$ cat config.mk
export PLATFORM = sky130hd
export DESIGN_NAME = crip_divider
export DESIGN_NICKNAME = d
export VERILOG_FILES = /design/src/hdl/crip_pkg.sv /design/src/hdl/crip_divider.sv
export SDC_FILE = /design/constraint.sdc
export NUM_CORES = 2
export LEC_CHECK = 0
export BUFFER_PORTS_ARGS = -buffer_cell sky130_fd_sc_hd__buf_2
export CAP_MARGIN = 10
export CORE_UTILIZATION = 35
export DETAILED_ROUTE_END_ITERATION = 16
export GPL_ROUTABILITY_DRIVEN = 1
export PLACE_DENSITY_LB_ADDON = 0.08
export SLEW_MARGIN = 20
export SYNTH_ARGS = -nofsm -noshare
export SYNTH_HDL_FRONTEND = slang
export SYNTH_SLANG_ARGS = --single-unit
$ cat constraint.sdc
create_clock -name i_clk -period 10.8 [get_ports i_clk]
set_input_delay 1.08 -clock i_clk [delete_from_list [all_inputs] [get_ports i_clk]]
set_output_delay 1.08 -clock i_clk [all_outputs]
set_load 0.01 [all_outputs]
$ cat src/hdl/crip_pkg.sv
package crip_pkg;

    localparam int REG_STOPS = 6;
    localparam int STOP_W    = 56;
    localparam int POS_W     = 32;
    localparam int RGB_W     = 24;
    localparam int COUNT_W   = 3;
    localparam int ALPHA_W   = 8;
    localparam int CFG_IDX_W = 3;
    localparam int STOP_IDX_W = 3;

    typedef enum logic [CFG_IDX_W-1:0] {
        REG_STOP_COUNT  = 3'd0,
        REG_ALPHA_LEVEL = 3'd1,
        REG_STOP_ZERO   = 3'd2,
        REG_STOP_ONE    = 3'd3,
        REG_STOP_TWO    = 3'd4,
        REG_STOP_THREE  = 3'd5,
        REG_STOP_FOUR   = 3'd6,
        REG_STOP_FIVE   = 3'd7
    } t_cfg_reg;

    localparam logic [COUNT_W-1:0] COUNT_RESET = 3'd5;
    localparam logic [ALPHA_W-1:0] ALPHA_RESET = 8'd255;

    typedef logic [STOP_W-1:0] t_stop;

    localparam t_stop STOP_RESET [REG_STOPS] = '{
        56'd255,
        56'd274877972479,
        56'd549755879168,
        56'd824650497792,
        56'd1099528339456,
        56'd0
    };

    // colors and the zero flag that ride along with the divider
    typedef struct packed {
        logic             zero;
        logic [RGB_W-1:0] c0;
        logic [RGB_W-1:0] c1;
    } t_side;

endpackage

$ cat src/hdl/crip_divider.sv
module crip_divider #(
    parameter int FRACTION_BITS = 16
) (
    input  logic                    i_clk,
    input  logic                    i_rst_n,
    input  logic                    i_en,
    input  logic                    i_valid,
    input  logic [32:0]             i_num,
    input  logic [32:0]             i_den,
    input  crip_pkg::t_side         i_side,
    output logic                    o_valid,
    output logic [FRACTION_BITS:0]  o_quot,
    output crip_pkg::t_side         o_side
);
    import crip_pkg::*;

    localparam int STAGES = FRACTION_BITS + 1;

    logic                   r_v    [STAGES];
    logic [33:0]            r_rem  [STAGES];
    logic [32:0]            r_den  [STAGES];
    logic [FRACTION_BITS:0] r_q    [STAGES];
    t_side                  r_side [STAGES];

    // one quotient bit per stage, restoring
    for (genvar t = 0; t < STAGES; t++) begin : g_stage
        logic [33:0]            w_rem_in;
        logic [32:0]            w_den_in;
        logic [FRACTION_BITS:0] w_q_in;
        logic [33:0]            w_trial;
        logic [33:0]            n_rem;
        logic [FRACTION_BITS:0] n_q;
        logic                   w_v_in;
        t_side                  w_side_in;

        if (t == 0) begin : g_first
            assign w_rem_in  = {1'b0, i_num};
            assign w_den_in  = i_den;
            assign w_q_in    = '0;
            assign w_v_in    = i_valid;
            assign w_side_in = i_side;
        end else begin : g_next
            assign w_rem_in  = {r_rem[t-1][32:0], 1'b0};
            assign w_den_in  = r_den[t-1];
            assign w_q_in    = r_q[t-1];
            assign w_v_in    = r_v[t-1];
            assign w_side_in = r_side[t-1];
        end

        always_comb begin
            w_trial = w_rem_in - {1'b0, w_den_in};
            if (w_rem_in >= {1'b0, w_den_in}) begin
                n_rem = w_trial;
                n_q   = {w_q_in[FRACTION_BITS-1:0], 1'b1};
            end else begin
                n_rem = w_rem_in;
                n_q   = {w_q_in[FRACTION_BITS-1:0], 1'b0};
            end
        end

        always_ff @(posedge i_clk) begin
            if (!i_rst_n) begin
                r_v[t] <= 1'b0;
            end else if (i_en) begin
                r_v[t] <= w_v_in;
            end
            if (i_en) begin
                r_rem[t]  <= n_rem;
                r_den[t]  <= w_den_in;
                r_q[t]    <= n_q;
                r_side[t] <= w_side_in;
            end
        end
    end

    assign o_valid = r_v[STAGES-1];
    assign o_quot  = r_q[STAGES-1];
    assign o_side  = r_side[STAGES-1];

endmodule

### After elaboration in Yosys (flattened, before gate mapping)

Memory sizes are Yosys's and may differ from the RTL's.
Index checks and enable logic that the tools add are counted.

| cells by class | value |
|---|---|
| add/subtract/negate cells | 17 |
| $mul | 0 |
| div/mod/pow operators | 0 |
| order comparisons | 17 |
| equal/unequal tests | 0 |
| shift-type cells | 0 |
| muxes and demuxes | 56 |
| bitwise operators | 17 |
| reductions and logical operators | 0 |

Operator list:

| operator | number |
|---|---|
| $mux 34 | 17 |
| $ge 34x33->1 | 16 |
| $sub 34x33->34 | 16 |
| $mux 1 | 39 |
| $sub 33x33->34 | 1 |
| $ge 33x33->1 | 1 |
| $or 1x1->1 | 17 |

| storage, ports and cells | value |
|---|---|
| bits in registers | 0 |
| bits in latches | 0 |
| bits in writable memories | 2,278 |
| ROM bits | 0 |
| logic and storage cells | 112 |
| memories | 5 |

Memory list:

| memory | words | width | read ports | clocked after Yosys merged registers in | wr ports | line | text |
|---|---|---|---|---|---|---|---|
| r_side | 17 | 49 | 17 | 0 | 17 | crip_divider.sv:23 | `t_side r_side [STAGES];` |
| r_rem | 17 | 34 | 16 | 0 | 17 | crip_divider.sv:20 | `logic [33:0] r_rem [STAGES];` |
| r_den | 17 | 33 | 16 | 0 | 17 | crip_divider.sv:21 | `logic [32:0] r_den [STAGES];` |
| r_q | 17 | 17 | 17 | 0 | 17 | crip_divider.sv:22 | `logic [FRACTION_BITS:0] r_q [STAGES];` |
| r_v | 17 | 1 | 17 | 0 | 17 | crip_divider.sv:19 | `logic r_v [STAGES];` |

### Longest topological paths before layout

| depth | value |
|---|---|
| word-level depth | 4 |
| mapped depth | 15 |

### Least setup slack after synthesis

No wires, ideal clock.

| path | value |
|---|---|
| path kind | in2reg |
| start point | input port i_num[0] |
| end point | memory r_rem[0][10], data pin |
| setup time | 0.260 ns |
| arrival | 3.837 ns |
| data required time | 10.540 ns |
| path slack | 6.703 ns |
| cell stages on the path | 14 |
| buffers on the path | 1 |
| cells stage by stage | inv_1 ha_1 inv_1 fa_1 a211oi_1 o21bai_1 o211ai_1 o211ai_1 a31o_2 a211o_1 a31oi_1 o21ai_1 clkbuf_1 mux2_2 |

RTL lines:

| what | line | text |
|---|---|---|
| from (decl) | crip_divider.sv:8 | `input logic [32:0] i_num,` |
| to (decl) | crip_divider.sv:20 |  |

==> flow_summary_export.csv <==
group,metric,value,unit
outcome,status,"finished, final reports clean",
worst_setup_path,path_max_fanout,34,
clock_network,root_buffer,"clkbuf_16",
clock_network,holdBufCountCts,0,
clock_network,cts_sinks,2059,
clock_network,post_cts_resized,0,
layout,fill_cells,26000,
power_and_ir_drop,total_power,0.0313,W
routing,avgRoutedWirePerCell,18.2,um
power_and_ir_drop,p_per_area,282,nW/um2
synthesis,synthesis.area,97600,um2
layout,seq_area,61800,um2
clock_network,cts_tree,"built",
worst_setup_path,cp_data_required_time,11420,ps
floorplanning,core_region_area,277000,um2
clock_network,postCtsSetupBuffers,0,
timing,fin_worst_skew,81.0,ps
synthesis,ys.flop_type,"edfxtp_1",
timing,fin_tns_setup,0,ps
synthesis,yosysMostFrequentCell,"edfxtp_1",
hold_path,hp-class,"primary input to flip-flop",
clock_network,cts.htree.levels,4,
synthesis,ys_seq_area_share,63.3,%
clock_network,clk_pin_slew,60,ps
floorplanning,die_h,530,um
power_and_ir_drop,p_leak,43.4,nW
routing,drt_wl_total,213000,um
floorplanning,rows,193,
clock_network,clkLatencyLatePin,930,ps
layout,fin_area,111000,um2
synthesis,ys_top_cells_by_count,"2058 x edfxtp_1, 698 x inv_1, 622 x a21oi_1",
timing,maxSlewHeadroom,21.2,%
layout,fin_util,40.0,%
layout,multi_input_area,32600,um2
worst_setup_path,cp_num_buf_inv,1,
routing,drt_pass1_iterations,5,
worst_setup_path,path_delay_family,"compound AO/OA/AOI/OAI gates",
synthesis,synth_top_area_share,63.3,%
timing,fin_crit,4380,ps
floorplanning,pin_count,186,
synthesis,synth_edf_count,2058,
timing,fmax,228,MHz
synthesis,synth_seq_cells,2059,
timing,hold_viol_final,0,
power_and_ir_drop,ir_worst_vdd,0.000167,V
synthesis,avgSynthCellArea,13.0,um2
placement,hpwl,155000,um
layout,drive_above_1_share,10.6,%
synthesis,synth_top_area_cell,"edfxtp_1",
global_route,grt_usage,14.9,%
placement,dp_cells,11300,
floorplanning,die_w,530,um
layout,area_growth,13.4,%
timing,min_period_over_period,40.6,%
global_route,grt_pass1_wl,331000,um
placement,port_buffers,185,
placement,placed_cell_area,103000,um2
synthesis,syn_nets,8177,
floorplanning,die_area,281000,um2
layout,nNetsFinal,8481,
timing,rsz0062_at_grt,"no",
timing,tightest_slew,1150,ps
global_route,overflow,0,
routing,drtIter0Drc,3456,
routing,drc,0,
worst_setup_path,cp.arrival,5000,ps
flow_run,maxCapViolCount,0,
clock_network,clockBufferDepth,4,
worst_setup_path,path_cells,"fa_1 > nand2b_1 > a2111oi_0 > nor3_1 > o31ai_1 > nand2_1 > o21a_1 > nor2_1 > o2111a_1 > a211oi_4 > buf_4 > mux2_1",
routing,via_per_inst,4.92,
global_route,grt_pass1_vias,58900,
routing,num_vias,57600,
global_route,antenna_found_initial,7,
synthesis,netlist_instances,7482,
timing,drv_slew,0,
worst_setup_path,criticalPathCategory,"flip-flop to flip-flop",
worst_setup_path,setup.worst_path.end_class,"flip-flop",
worst_setup_path,critical_path.slowest_cell,"a2111oi_0",
clock_network,cts_buffers,238,
synthesis,synth-async-reset-ratio,0,%
synthesis,synth.distinct_cells,88,
synthesis,synth_warnings,0,
worst_setup_path,crit_path_start_kind,"flip-flop",
layout,instances_no_fill,11700,
timing,setup_viol,0,
global_route,grt_max_degree,154,
routing,ant_nets,0,
placement,gp_congestion,0.887,
floorplanning,initial_utilization,35.2,%
worst_setup_path,critPathMaxStageDelay,780,ps
worst_setup_path,r2r_setup_slack,6420,ps
synthesis,synthTopCellsByArea,"edfxtp_1 63%, ha_1 7.2%, a21oi_1 3.2%",
-- through the flow --
stage                     hold WS, ps  setup slack, ps
after floorplan                   400             6700
after global placement            400             5720
after detailed placement          405             5760
after CTS                         216             6330
after global routing              256             6080
final                             324             6420
-- worst register-to-register path, delay by kind of cell (launching register included) --
family                   cells  cell delay, ps
AO/OA/AOI/OAI                5            1760
adder cells (fa/ha/maj)      1             470
buffers and inverters        1             300
flip-flops                   1             440
multiplexers                 1             390
AND/OR/NAND/NOR              4             760
-- power breakdown --
| group | internal [W] | leakage, nW | switching, W |
|---|---|---|---|
| clock | 0.00465 | 3.72 | 0.00327 |
| sequential | 0.0109 | 20.2 | 0.000834 |
| combinational | 0.00495 | 19.6 | 0.00664 |
-- cells in the final DEF (no fill, tap or decap), types with 167 or more instances in the layout --
master     Yosys  final
nor2_1       421    419
nand2_1      395    395
o21ai_0      349    349
inv_1        698    698
a21oi_1      622    622
ha_1         560    560
buf_2         18    184
xnor2_1      263    263
edfxtp_1    2058   2058
clkbuf_16      0    242
mux2_2       167    167
a21o_1       311    311
xor2_1       184    184
-- per-layer routing --
metal | up-vias | GRT usage (%) | routed length [um]
met5 | - | 0 | 0
met1 | 27800 | 17.5 | 89600
met4 | 0 | 6.82 | 9540
met3 | 454 | 1.98 | 6760
met2 | 957 | 27.0 | 107000
li1 | 28400 | - | -
-- layout make-up --
| cell class | instances | share of cell area [%] |
|---|---|---|
| Clock inverter | 155 | 1.32 |
| Tap cell | 3705 | 4.19 |
| Inverter | 701 | 2.38 |
| Clock buffer | 290 | 5.63 |
| Timing Repair Buffer | 231 | 1.23 |
| Multi-Input combinational cell | 4555 | 29.4 |
| Antenna cell | 4 | 0.00904 |
| Sequential cell | 2059 | 55.8 |
-- sequential cells by signal (all words and copies together), names as in the netlist --
name    flops
r_den     528
r_q       153
r_rem     528
r_side    833
r_v        17
-- path summary, 6_finish.rpt --
kind	start	cells past startpoint	to
max	r_den[0][429]$_DFFE_PP_	12	r_rem[0][505]$_DFFE_PP_
min reg2reg	r_side[7][19]$_DFFE_PP_	0	r_side[7][68]$_DFFE_PP_
max reg2reg	r_den[0][429]$_DFFE_PP_	12	r_rem[0][505]$_DFFE_PP_
min	i_side[23]	1	r_side[0][23]$_DFFE_PP_
-- cells by family (layout without fill, tap and decap cells) --
group                      Yosys count  in the layout  synth area share, %
AOI/OAI and AO/OA                 1836           1836                 11.9
xor gates and xnor gates           447            447                 4.01
adders and majority gates          576            576                 7.51
buffers and inverters              868           1377                 3.40
DFF                               2059           2059                 63.3
muxes                              237            237                 2.82
other                                0              4                    0
and+or+nand+nor                   1459           1459                 7.08
No activity file was read; power rests on OpenSTA's default activity.
